$ cat config.mk
export PLATFORM = sky130hd
export DESIGN_NAME = numeric_string_classifier_top
export DESIGN_NICKNAME = d
export VERILOG_FILES = /design/src/rtl/nsc_pkg.sv /design/src/rtl/nsc_step.sv /design/src/rtl/numeric_string_classifier_top.sv
export VERILOG_INCLUDE_DIRS = /design/src /design/src/rtl
export SDC_FILE = /design/constraint.sdc
export NUM_CORES = 1
export LEC_CHECK = 0
export BUFFER_PORTS_ARGS = -buffer_cell sky130_fd_sc_hd__buf_2
export CORE_MARGIN = 5
export CORE_UTILIZATION = 35
export DETAILED_ROUTE_END_ITERATION = 12
export GPL_TIMING_DRIVEN = 0
export PLACE_DENSITY = 0.52
export SYNTH_ARGS = -nofsm -noshare
export SYNTH_HDL_FRONTEND = slang
export SYNTH_SLANG_ARGS = --single-unit
$ cat constraint.sdc
create_clock -name aclk -period 2.38 [get_ports aclk]
set_input_delay 0.119 -clock aclk [delete_from_list [all_inputs] [get_ports aclk]]
set_output_delay 0.119 -clock aclk [all_outputs]
set_load 0.05 [all_outputs]
$ cat src/rtl/assert_macros.svh
// Assertion macros used by the top-level RTL file of the numeric string classifier.
`ifndef ASSERT_MACROS_SVH
`define ASSERT_MACROS_SVH

// Checks an implication on every rising clock edge outside reset.
`define NSC_ASSERT(label, prop, msg) \
    label: assert property (@(posedge aclk) disable iff (!aresetn) prop) else $error(msg);

// Checks an implication on every rising clock edge, reset included.
`define NSC_ASSERT_ALWAYS(label, prop, msg) \
    label: assert property (@(posedge aclk) prop) else $error(msg);

`endif

$ cat src/rtl/nsc_pkg.sv
// Types and character constants for the numeric string classifier.
package nsc_pkg;

    localparam logic [7:0] CH_BLANK  = 8'h20;
    localparam logic [7:0] CH_DOT    = 8'h2E;
    localparam logic [7:0] CH_PLUS   = 8'h2B;
    localparam logic [7:0] CH_MINUS  = 8'h2D;
    localparam logic [7:0] CH_ZERO   = 8'h30;
    localparam logic [7:0] CH_NINE   = 8'h39;
    localparam logic [7:0] CH_EXP_LC = 8'h65;
    localparam logic [7:0] CH_EXP_UC = 8'h45;

    typedef enum logic [3:0] {
        PH_LEAD    = 4'd0,
        PH_AFTSIGN = 4'd1,
        PH_INT     = 4'd2,
        PH_FRAC    = 4'd3,
        PH_EXP     = 4'd4,
        PH_EXPSIGN = 4'd5,
        PH_EXPDIG  = 4'd6,
        PH_TRAIL   = 4'd7,
        PH_BAD     = 4'd8
    } phase_t;

    typedef enum logic [1:0] {
        CLS_INT  = 2'd0,
        CLS_REAL = 2'd1,
        CLS_CHAR = 2'd2
    } class_t;

    typedef struct packed {
        phase_t scan_phase;
        logic   mantissa_digit_seen;
        logic   real_mark;
    } scan_state_t;

    localparam scan_state_t SCAN_RESET = '{
        scan_phase:          PH_LEAD,
        mantissa_digit_seen: 1'b0,
        real_mark:           1'b0
    };

endpackage

$ cat src/rtl/nsc_step.sv
// Per-character scanner step: next scan state and the class on a final beat.
module nsc_step (
    input  nsc_pkg::scan_state_t cur_state,
    input  logic [7:0]           char_code,
    input  logic                 last_char,
    input  logic                 empty_string,
    output nsc_pkg::scan_state_t next_state,
    output logic                 result_valid,
    output nsc_pkg::class_t      class_code
);
    import nsc_pkg::*;

    logic        is_blank;
    logic        is_dot;
    logic        is_sign;
    logic        is_digit;
    logic        is_expo;
    scan_state_t step_state;
    logic        form_ok;

    assign is_blank = (char_code == CH_BLANK);
    assign is_dot   = (char_code == CH_DOT);
    assign is_sign  = (char_code == CH_PLUS) || (char_code == CH_MINUS);
    assign is_digit = (char_code >= CH_ZERO) && (char_code <= CH_NINE);
    assign is_expo  = (char_code == CH_EXP_LC) || (char_code == CH_EXP_UC);

    always_comb begin
        step_state = cur_state;
        step_state.scan_phase = PH_BAD;
        unique case (cur_state.scan_phase)
            PH_LEAD, PH_AFTSIGN: begin
                if (is_blank) begin
                    step_state.scan_phase = cur_state.scan_phase;
                end else if ((cur_state.scan_phase == PH_LEAD) && is_sign) begin
                    step_state.scan_phase = PH_AFTSIGN;
                end else if (is_digit) begin
                    step_state.mantissa_digit_seen = 1'b1;
                    step_state.scan_phase = PH_INT;
                end else if (is_dot) begin
                    step_state.real_mark = 1'b1;
                    step_state.scan_phase = PH_FRAC;
                end
            end
            PH_INT: begin
                if (is_digit) begin
                    step_state.scan_phase = PH_INT;
                end else if (is_dot) begin
                    step_state.real_mark = 1'b1;
                    step_state.scan_phase = PH_FRAC;
                end else if (is_expo) begin
                    step_state.real_mark = 1'b1;
                    step_state.scan_phase = PH_EXP;
                end else if (is_blank) begin
                    step_state.scan_phase = PH_TRAIL;
                end
            end
            PH_FRAC: begin
                if (is_digit) begin
                    step_state.mantissa_digit_seen = 1'b1;
                    step_state.scan_phase = PH_FRAC;
                end else if (!cur_state.mantissa_digit_seen) begin
                    step_state.scan_phase = PH_BAD;
                end else if (is_expo) begin
                    step_state.real_mark = 1'b1;
                    step_state.scan_phase = PH_EXP;
                end else if (is_blank) begin
                    step_state.scan_phase = PH_TRAIL;
                end
            end
            PH_EXP: begin
                if (is_sign) begin
                    step_state.scan_phase = PH_EXPSIGN;
                end else if (is_digit) begin
                    step_state.scan_phase = PH_EXPDIG;
                end
            end
            PH_EXPSIGN: begin
                if (is_digit) begin
                    step_state.scan_phase = PH_EXPDIG;
                end
            end
            PH_EXPDIG: begin
                if (is_digit) begin
                    step_state.scan_phase = PH_EXPDIG;
                end else if (is_blank) begin
                    step_state.scan_phase = PH_TRAIL;
                end
            end
            PH_TRAIL: begin
                if (is_blank) begin
                    step_state.scan_phase = PH_TRAIL;
                end
            end
            default: begin
                step_state.scan_phase = PH_BAD;
            end
        endcase
    end

    always_comb begin
        unique case (step_state.scan_phase)
            PH_INT, PH_EXPDIG, PH_TRAIL: form_ok = 1'b1;
            PH_FRAC:                     form_ok = step_state.mantissa_digit_seen;
            default:                     form_ok = 1'b0;
        endcase
        if (empty_string || !form_ok) begin
            class_code = CLS_CHAR;
        end else if (step_state.real_mark) begin
            class_code = CLS_REAL;
        end else begin
            class_code = CLS_INT;
        end
        result_valid = last_char || empty_string;
    end

    assign next_state = result_valid ? SCAN_RESET : step_state;

endmodule

$ cat src/rtl/numeric_string_classifier_top.sv
// The scanner step is combinational, between the input register and the result register.
// Throughput: one character beat per cycle, unless a final beat waits on a stalled result register.
// An input register and a result register part the two sides, so character beats keep
// flowing while a class waits to be taken; the next final beat then waits in the input register.
// Reset: aresetn is synchronous and active low; it empties both registers and
// returns the scanner to the leading-blanks phase.
`include "assert_macros.svh"

module numeric_string_classifier_top (
    input  logic       aclk,
    input  logic       aresetn,
    input  logic       s_axis_tvalid,
    output logic       s_axis_tready,
    input  logic [7:0] s_axis_tdata,   // [7:0] char_code
    input  logic       s_axis_tlast,
    input  logic       s_axis_tuser,   // [0] empty_string
    output logic       m_axis_tvalid,
    input  logic       m_axis_tready,
    output logic [7:0] m_axis_tdata    // [1:0] class_code, [7:2] zero
);
    import nsc_pkg::*;

    logic        in_valid_reg;
    logic        in_valid_next;
    logic [7:0]  in_char_reg;
    logic        in_last_reg;
    logic        in_empty_reg;
    scan_state_t state_reg;
    scan_state_t state_next;
    logic        out_valid_reg;
    logic        out_valid_next;
    class_t      out_class_reg;
    class_t      out_class_next;

    scan_state_t step_state;
    logic        step_result;
    class_t      step_class;
    logic        advance;
    logic        in_take;

    nsc_step u_step (
        .cur_state    (state_reg),
        .char_code    (in_char_reg),
        .last_char    (in_last_reg),
        .empty_string (in_empty_reg),
        .next_state   (step_state),
        .result_valid (step_result),
        .class_code   (step_class)
    );

    assign advance       = in_valid_reg && (!step_result || !out_valid_reg || m_axis_tready);
    assign s_axis_tready = !in_valid_reg || advance;
    assign in_take       = s_axis_tvalid && s_axis_tready;

    always_comb begin
        in_valid_next  = in_take ? 1'b1 : (advance ? 1'b0 : in_valid_reg);
        state_next     = advance ? step_state : state_reg;
        out_valid_next = out_valid_reg;
        out_class_next = out_class_reg;
        if (m_axis_tready) begin
            out_valid_next = 1'b0;
        end
        if (advance && step_result) begin
            out_valid_next = 1'b1;
            out_class_next = step_class;
        end
    end

    always_ff @(posedge aclk) begin
        if (!aresetn) begin
            in_valid_reg  <= 1'b0;
            state_reg     <= SCAN_RESET;
            out_valid_reg <= 1'b0;
        end else begin
            in_valid_reg  <= in_valid_next;
            state_reg     <= state_next;
            out_valid_reg <= out_valid_next;
        end
    end

    always_ff @(posedge aclk) begin
        if (in_take) begin
            in_char_reg  <= s_axis_tdata;
            in_last_reg  <= s_axis_tlast;
            in_empty_reg <= s_axis_tuser;
        end
        out_class_reg <= out_class_next;
    end

    assign m_axis_tvalid = out_valid_reg;
    assign m_axis_tdata  = {6'b0, out_class_reg};

    `NSC_ASSERT(a_clear_after_result,
        (advance && step_result) |=> (state_reg == SCAN_RESET),
        "Scanner state not cleared after a final beat.")
    `NSC_ASSERT(a_int_has_digit,
        (state_reg.scan_phase == PH_INT) |-> state_reg.mantissa_digit_seen,
        "Integer phase without a mantissa digit.")
    `NSC_ASSERT(a_exp_is_real,
        ((state_reg.scan_phase == PH_EXP) || (state_reg.scan_phase == PH_EXPSIGN) ||
         (state_reg.scan_phase == PH_EXPDIG)) |-> state_reg.real_mark,
        "Exponent phase without the real mark.")
    `NSC_ASSERT(a_result_not_lost,
        (out_valid_reg && !m_axis_tready) |=> (out_valid_reg && $stable(out_class_reg)),
        "Pending class was dropped or changed while stalled.")

endmodule

**Yosys cells after proc, flatten, opt, wreduce, memory -nomap -nowiden**

Index checks and enable logic that the tools add are counted.

- Mux-type cells: 33
- Magnitude comparators: 2
- Reductions and logical operators: 21
- Equality and inequality tests: 17

Operators by type and width:

| kind | count |
|---|---|
| $mux W4 | 13 |
| $eq A8 B6 Y1 const B | 4 |
| $pmux W4 S7 | 1 |
| $eq A4 B3 Y1 const B | 6 |
| $eq A4 B2 Y1 const B | 4 |
| $eq A8 B7 Y1 const B | 2 |
| $mux W1 | 13 |
| $ge A8 B6 Y1 const B | 1 |
| $le A8 B6 Y1 const B | 1 |
| $logic_or A1 B1 Y1 | 7 |
| $mux W6 | 1 |
| $logic_and A1 B1 Y1 | 5 |
| $eq A4 B1 Y1 const B | 1 |
| $logic_not A1 Y1 | 4 |
| $logic_not A4 Y1 | 1 |
| $mux W2 | 2 |
| $pmux W1 S2 | 2 |
| $reduce_bool A2 Y1 | 2 |
| $pmux W1 S3 | 1 |
| $reduce_or A3 Y1 | 1 |
| $reduce_or A2 Y1 | 1 |

- Logic and storage cells: 82
- Bits in registers: 20
- Output and inout bits: 10

**Longest topological paths before layout**

Gate-level depths: netlist of the first run.

- Depth in word-level cells: 11
- Mapped depth: 7
- Mapped depth without buffers: 6

**Modules after synthesis**

A second synthesis of the first run with hierarchy kept.

- Cells, all modules: 143
- Area, all modules: 1332.5 µm²

Modules (own cells, without submodules):

| module | cells each | seq. area each (µm²) | times used | area an instance (µm²) |
|---|---|---|---|---|
| numeric_string_classifier_top | 55 | 520.5 | 1 | 754.5 |
| nsc_step | 88 | 0.0 | 1 | 578.1 |

**Worst setup path before layout of the first run**

Ideal clock, no wire load.

- Kind: flip-flop to flip-flop
- Start point: register in_char_reg[7]
- End point: register out_class_reg[0] (data pin)
- Slack: 0.378 ns
- Stages on the path, launching flop included: 6
- Setup time: 0.255 ns
- Buffers on the path: 0
- Period minus slack after synthesis: 2.002 ns
- Arrival: 1.747 ns
- Cell sequence: edfxtp_1 -> or4b_4 -> o311a_1 -> a311oi_1 -> nand3_1 -> and3_1

- Cells in the longest elaborated chain, start to end: 11

Ends and longest elaborated chain:

| item | line | text |
|---|---|---|
| start: declaration | numeric_string_classifier_top.sv:25 | `logic [7:0] in_char_reg;` |
| start signal: assignment | numeric_string_classifier_top.sv:83 | `in_char_reg <= s_axis_tdata;` |
| $ge A8 B6 Y1, or another cell as far along | nsc_step.sv:24 | `assign is_digit = (char_code >= CH_ZERO) && (char_code <= CH_NINE);` |
| $logic_and A1 B1 Y1, or another cell as far along | nsc_step.sv:24 |  |
| $mux W4, or another cell as far along | nsc_step.sv:36 | `end else if (is_digit) begin` |
| $mux W4 (on tied branches) | nsc_step.sv:34, nsc_step.sv:47, nsc_step.sv:61 |  |
| $mux W4 (on tied branches) | nsc_step.sv:32, nsc_step.sv:45, nsc_step.sv:58 |  |
| $pmux W4 S7 | nsc_step.sv:30 | `unique case (cur_state.scan_phase)` |
| $eq A4 B2 Y1 / $eq A4 B3 Y1 (equally long branches) | nsc_step.sv:101 | `unique case (step_state.scan_phase)` |
| $reduce_or A3 Y1 | nsc_step.sv:101 |  |
| $pmux W1 S2 | nsc_step.sv:101 |  |
| $logic_not A1 Y1 | nsc_step.sv:106 | `if (empty_string \|\| !form_ok) begin` |
| $logic_or A1 B1 Y1 | nsc_step.sv:106 |  |
| end signal: assignment | numeric_string_classifier_top.sv:87 | `out_class_reg <= out_class_next;` |
| end: declaration | numeric_string_classifier_top.sv:32 | `class_t out_class_reg;` |

Several ways; a longest one is shown, not always the timed one.
A chain may end at the register's enable or synchronous reset.

**Final worst setup path of the first run**

Same ends and word-level chain as after synthesis.

==> results of run 1 <==
[per-stage QoR]
stage	util, %	instances
2_1_floorplan	-	140
3_3_place_gp	41.5	203
3_5_place_dp	41.5	203
4_1_cts	45.5	217
5_1_grt	45.6	217
6_report	45.6	217
[cells in the final DEF, fill, tap and decap left out, types with 3 or more instances in the layout]
master / synthesis / routed
dlygate4sd3_1: 0 / 10
nand2b_1: 4 / 4
conb_1: 1 / 6
o21ai_0: 6 / 6
nand2_1: 10 / 10
a21oi_1: 6 / 6
edfxtp_1: 12 / 12
dfxtp_1: 8 / 8
nor3_1: 6 / 6
buf_4: 7 / 7
a211oi_1: 3 / 3
clkbuf_4: 0 / 3
nor2_1: 12 / 12
buf_2: 3 / 20
nand3_1: 9 / 9
inv_1: 4 / 4
[timing repair]
| action | 4_1_cts | 5_1_grt |
|---|---|---|
| endpoints found under the hold margin | 10 | 0 |
| gates resized for setup | 0 | 1 |
| endpoints found under the setup margin | 0 | 2 |
| hold buffers | 10 | 0 |
[worst max path at each step]
stage	slack (ns)	depth (start not counted)	from	endpoint
global placement	0.02	7	in_char_reg[1]$_DFFE_PP_	out_class_reg[1]$_SDFFCE_PP1P_
floorplan	0.38	5	in_char_reg[7]$_DFFE_PP_	out_class_reg[0]$_SDFFCE_PP0P_
CTS	0.14	5	in_char_reg[7]$_DFFE_PP_	out_class_reg[0]$_SDFFCE_PP0P_
detailed placement	0.16	5	in_char_reg[7]$_DFFE_PP_	out_class_reg[0]$_SDFFCE_PP0P_
finish	0.15	5	in_char_reg[7]$_DFFE_PP_	out_class_reg[0]$_SDFFCE_PP0P_
global route	0.01	7	in_char_reg[1]$_DFFE_PP_	out_class_reg[1]$_SDFFCE_PP1P_
[power groups by stage]
stage	clock (W)	combinational, W	sequential [W]
after floorplan	0	0.0000791	0.000401
after global placement	0	0.000107	0.000398
after detailed placement	0	0.000107	0.000398
after CTS	0.000203	0.000120	0.000391
after global routing	0.000215	0.000131	0.000392
final	0.000194	0.000121	0.000391
[critical path, stage by stage, from the launching register on]
cell and delay (ns):
edfxtp_1 0.44, or4b_4 0.57, o311a_1 0.33, a311oi_1 0.34, nand3_1 0.15, and3_1 0.19
[cell type report]
| class | instances | area share (%) |
|---|---|---|
| sequential | 20 | 33.4 |
| multi-input combinational | 103 | 41.6 |
| clock buffer | 4 | 2.33 |
| inverter | 4 | 0.965 |
| buffer | 13 | 6.03 |
| timing repair buffer | 27 | 11.9 |
| tap | 46 | 3.70 |
[metal layers]
| metal | up-vias | track usage, % |
|---|---|---|
| met2 | 49 | 18.3 |
| met1 | 515 | 15.3 |
| met3 | 9 | 2.15 |
| li1 | 578 | - |
| met4 | 0 | 4.04 |
| met5 | - | 0 |
[Yosys cell counts, drive strengths merged, types with 3 or more instances]
library cell and n:
o21ai 6, buf 12, a211oi 3, nor2 12, nor4 3, nor3 6, inv 4, nand2 10
nand2b 4, dfxtp 8, a21oi 6, nand3 9, edfxtp 12
[cells by family after synthesis]
family / Yosys count / synth area share (%)
compound gates: 33 / 18.6
simple gates: 63 / 29.8
other cells: 1 / 0.298
buf+inv: 17 / 8.66
xor+xnor: 1 / 1.29
flops: 20 / 41.4
==> metrics.cfg, run 1 <==
[placed_design]
dp_slack_ns=0.156
dp_hpwl_mm=2.10
portBuffers=17
place_area_um2=1420
place.gp.congestion=0.879

[power]
clockPowerShare_pct=27.5
combPwrFrac_pct=17.1
p_per_area_nw_per_um2=453
total_leakage_power_nw=0.587
seqPwrFrac_pct=55.4
power_w=0.000705
vdd_ir_drop_max_mv=0.330
p_switching_w=0.000182
internal_power_w=0.000523
power_switching_share_pct=25.8

[final_layout]
seq_area_um2=520
drive_gt1_share_pct=22.2
syn2layout_area_growth_pct=23.8
final_nets=186
multi_input_area_um2=648
diodes=0
fin_area_um2=1560
largest_reg_flops=8
fillCellCount=349

[synth]
avgSynthCellArea_um2=9.31
yosysWarningCount=0
mappedNetlistArea_um2=1260
synth_top_area_share_pct=28.7
async_reset_ff_share_pct=0
synth-seq-cells=20
synthCells=135
synth-seq-area-share_pct=41.4
ys_top_cells_by_area=edfxtp_1 (29%), dfxtp_1 (13%), buf_4 (4.2%)
synth-edff-count=12
yosys.area.top_type=edfxtp_1
yosysUniqueCellTypes=49
synth_flop_cell=edfxtp_1

[drt]
drt_iter0_drc=68
wirelength_mm=2.76
antenna_left=0
dr_wl_met2_mm=1.26
wl_met3_um=189
highest_layer=met4
routed_via_density=5.30
wl_per_cell_um=12.7
drc=0
vias=1151
wl_met1_mm=1.24
first_pass_iters=4

[cts]
cts_max_level=1
clockBufferDepth=2
tritoncts=yes
cts_buffers=3
cts.sinks=20
post-cts-setup-buffer-count=0
worstSkewPairLatency_ns=0.30
clock-root-buffer=clkbuf_4
clkSlewWorstSetupHoldPaths_ns=0.12

[sta]
setup_viol=0
worst_hold_slack_ns=0.0442
tightest_slew_ns=0.787
rsz0062_at_grt=false
slew_viol_final=0
period_minus_slack_ns=2.23
finalCritPeriodShare_pct=93.8
final_hold_viol_count=0
finalSetupTns_ns=0
fin_skew_ns=0.0122
fmax_ghz=0.448
worst_slack_ns=0.147
slew-limit-headroom_pct=47.4

[worst_setup_path]
worstReg2RegEnd=out_class_reg[0]$_SDFFCE_PP0P_
r2r_setup_slack_ns=0.15
endpoint_kind=flop
worstSetupPathType=flop to flop
arrival_ns=2.30
reg2regPathDepth=5
critPathLaunchType=flop
critPathRequiredTime_ns=2.45
path_max_fanout=4
r2r_start=in_char_reg[7]$_DFFE_PP_

[floorplanning]
dieArea_um2=4890
initial_core_util_pct=36.8
fp.dieW_um=69.9
die_y_um=69.9
pin_count=24
num_rows=21
fp.coreArea_um2=3420

[global_routing]
grt_max_degree=12
antenna_found_initial=0
grt_overflow=0
grt_pass1_wl_mm=4.73
grt_pass1_vias=1076
gr-usage-all-layers_pct=11.4

[min_path]
holdPathEnd=in_valid_reg$_SDFFE_PN0P_
hold_path.class=input pin to flop
holdPathStages=3
min_from=s_axis_tvalid

[job]
drv_cap=0

[outcome]
outcome=finished, final reports clean

(Power assumes the default switching activity.)
==> run 2, diff against run 1 <==
Settings changed: CORE_MARGIN 5 to unset, CORE_UTILIZATION 35 to 54, PLACE_DENSITY 0.52 to 0.75.
==> metrics.cfg, run 2 (synthesized netlist as in run 1, its figures left out) <==
[outcome]
outcome=finished, final reports clean

[worst_setup_path]
timing.critical_path.buf_inv=1
reg2regPathDepth=7
cpMostUsedCell=nand3_1
r2r_start=in_char_reg[1]$_DFFE_PP_
r2r_setup_slack_ns=0.19
critPathRequiredTime_ns=2.43
worstReg2RegEnd=out_class_reg[1]$_SDFFCE_PP1P_
slowest_stage=o21ai_0
worstSetupPathType=flop to flop
path_max_fanout=8
critPathMaxStageDelay_ns=0.47
crit_start=in_char_reg[1]$_DFFE_PP_
arrival_ns=2.25
endpoint_kind=flop
path_delay_family=compound AO/OA/AOI/OAI gates
critPathLaunchType=flop
crit_chain=buf_4, o21ai_0, nand3_1, a2111oi_0, nor2_1, nand3_1, nand2_1

[global_routing]
grt_pass1_vias=1116
antenna_found_initial=0
grt_overflow=0
gr-usage-all-layers_pct=25.3
grt_max_degree=12
grt_pass1_wl_mm=4.78

[power]
vdd_ir_drop_max_mv=0.485
internal_power_w=0.000495
total_leakage_power_nw=0.581
combPwrFrac_pct=18.1
clockPowerShare_pct=23.6
seqPwrFrac_pct=58.2
power_switching_share_pct=26.2
p_per_area_nw_per_um2=441
p_switching_w=0.000176

[cts]
cts_max_level=1
cts_buffers=3
clkSlewWorstSetupHoldPaths_ns=0.10
clockBufferDepth=2
cts.sinks=20
clock-root-buffer=clkbuf_4
tritoncts=yes
worstSkewPairLatency_ns=0.29

[placed_design]
place.gp.congestion=0.848
place_area_um2=1400
dp_hpwl_mm=2.05
portBuffers=17

[sta]
fin_skew_ns=0.00232
period_minus_slack_ns=2.19
tightest_slew_ns=0.789
slew_viol_final=0
finalSetupTns_ns=0
slew-limit-headroom_pct=47.3
fmax_ghz=0.456
final_hold_viol_count=0
finalCritPeriodShare_pct=92.1
setup_viol=0
rsz0062_at_grt=false

[floorplanning]
pin_count=24
initial_core_util_pct=56.8
fp.coreArea_um2=2210
dieArea_um2=2530
num_rows=17
die_y_um=50.3
fp.dieW_um=50.3

[final_layout]
final_common_cell=buf_2
syn2layout_area_growth_pct=21.1
diodes=0
mostFrequentLayoutCells=buf_2 (20), nor2_1 (12), edfxtp_1 (12)
drive_gt1_share_pct=21.6
multi_input_area_um2=647
fillCellCount=201
fin_area_um2=1520
seq_area_um2=520
final_nets=186
largest_reg_flops=8

[drt]
routed_via_density=5.86
drc=0
antenna_left=0
wl_per_cell_um=14.4
wirelength_mm=2.87
first_pass_iters=4
vias=1166
drt_iter0_drc=54

[min_path]
min_from=s_axis_tvalid
holdPathStages=3
holdPathEnd=in_valid_reg$_SDFFE_PN0P_
hold_path.class=input pin to flop

[job]
drv_cap=0

## run 2: area by class of cell
type / count / share of cell area, %
multi-input cells: 103 / 42.5
flip-flops and latches: 20 / 34.2
repair buffers: 27 / 12.2
plain buffers: 13 / 6.16
well taps: 28 / 2.30
clock buffers: 4 / 1.73
inverters: 4 / 0.986
## run 2: timing repair
item / 4_1_cts / 5_1_grt
resized for setup: 0 / 0
setup buffers: 0 / 0
hold buffers: 8 / 2
hold endpoints to repair: 8 / 2
## run 2: worst max-delay path by stage
stage,endpoint,slack [ns],cells past startpoint
2_1_floorplan,out_class_reg[0]$_SDFFCE_PP0P_,0.38,5
3_3_place_gp,out_class_reg[1]$_SDFFCE_PP1P_,0.13,7
3_5_place_dp,out_class_reg[1]$_SDFFCE_PP1P_,0.23,7
4_1_cts,out_class_reg[1]$_SDFFCE_PP1P_,0.22,7
5_1_grt,out_class_reg[1]$_SDFFCE_PP1P_,0.007,7
6_report,out_class_reg[1]$_SDFFCE_PP1P_,0.19,7
## run 2: power by group through the flow
| stage | combinational [W] | sequential (W) | clock (W) |
|---|---|---|---|
| floorplan | 0.0000791 | 0.000401 | 0 |
| global placement | 0.000106 | 0.000398 | 0 |
| detailed placement | 0.000106 | 0.000399 | 0 |
| CTS | 0.000116 | 0.000391 | 0.000162 |
| global route | 0.000131 | 0.000393 | 0.000177 |
| finish | 0.000122 | 0.000391 | 0.000158 |
## run 2: metrics by stage
step / instances / setup WS [ns] / total power [W] / hold slack, ns / utilization (%)
after detailed placement: 185 / 0.227 / 0.000505 / 0.297 / 63.1
final: 199 / 0.187 / 0.000671 / 0.0530 / 68.8
after global placement: 185 / 0.132 / 0.000504 / 0.295 / 63.1
after global routing: 199 / 0.00706 / 0.000701 / 0.0652 / 68.8
after CTS: 197 / 0.224 / 0.000669 / 0.00530 / 67.9
after floorplan: 140 / 0.378 / 0.000480 / 0.218 / -
## run 2: worst min-delay path: stages
cell	delay [ns]
buf_2	0.09
nor2_1	0.04
nor2_1	0.06
## run 2: routing by layer
layer	vias to the layer above	wire, um	GRT usage (%)
li1	571	-	-
met4	0	62	11.9
met2	48	1430	43.1
met3	8	154	4.55
met1	539	1230	30.4
met5	-	0	0
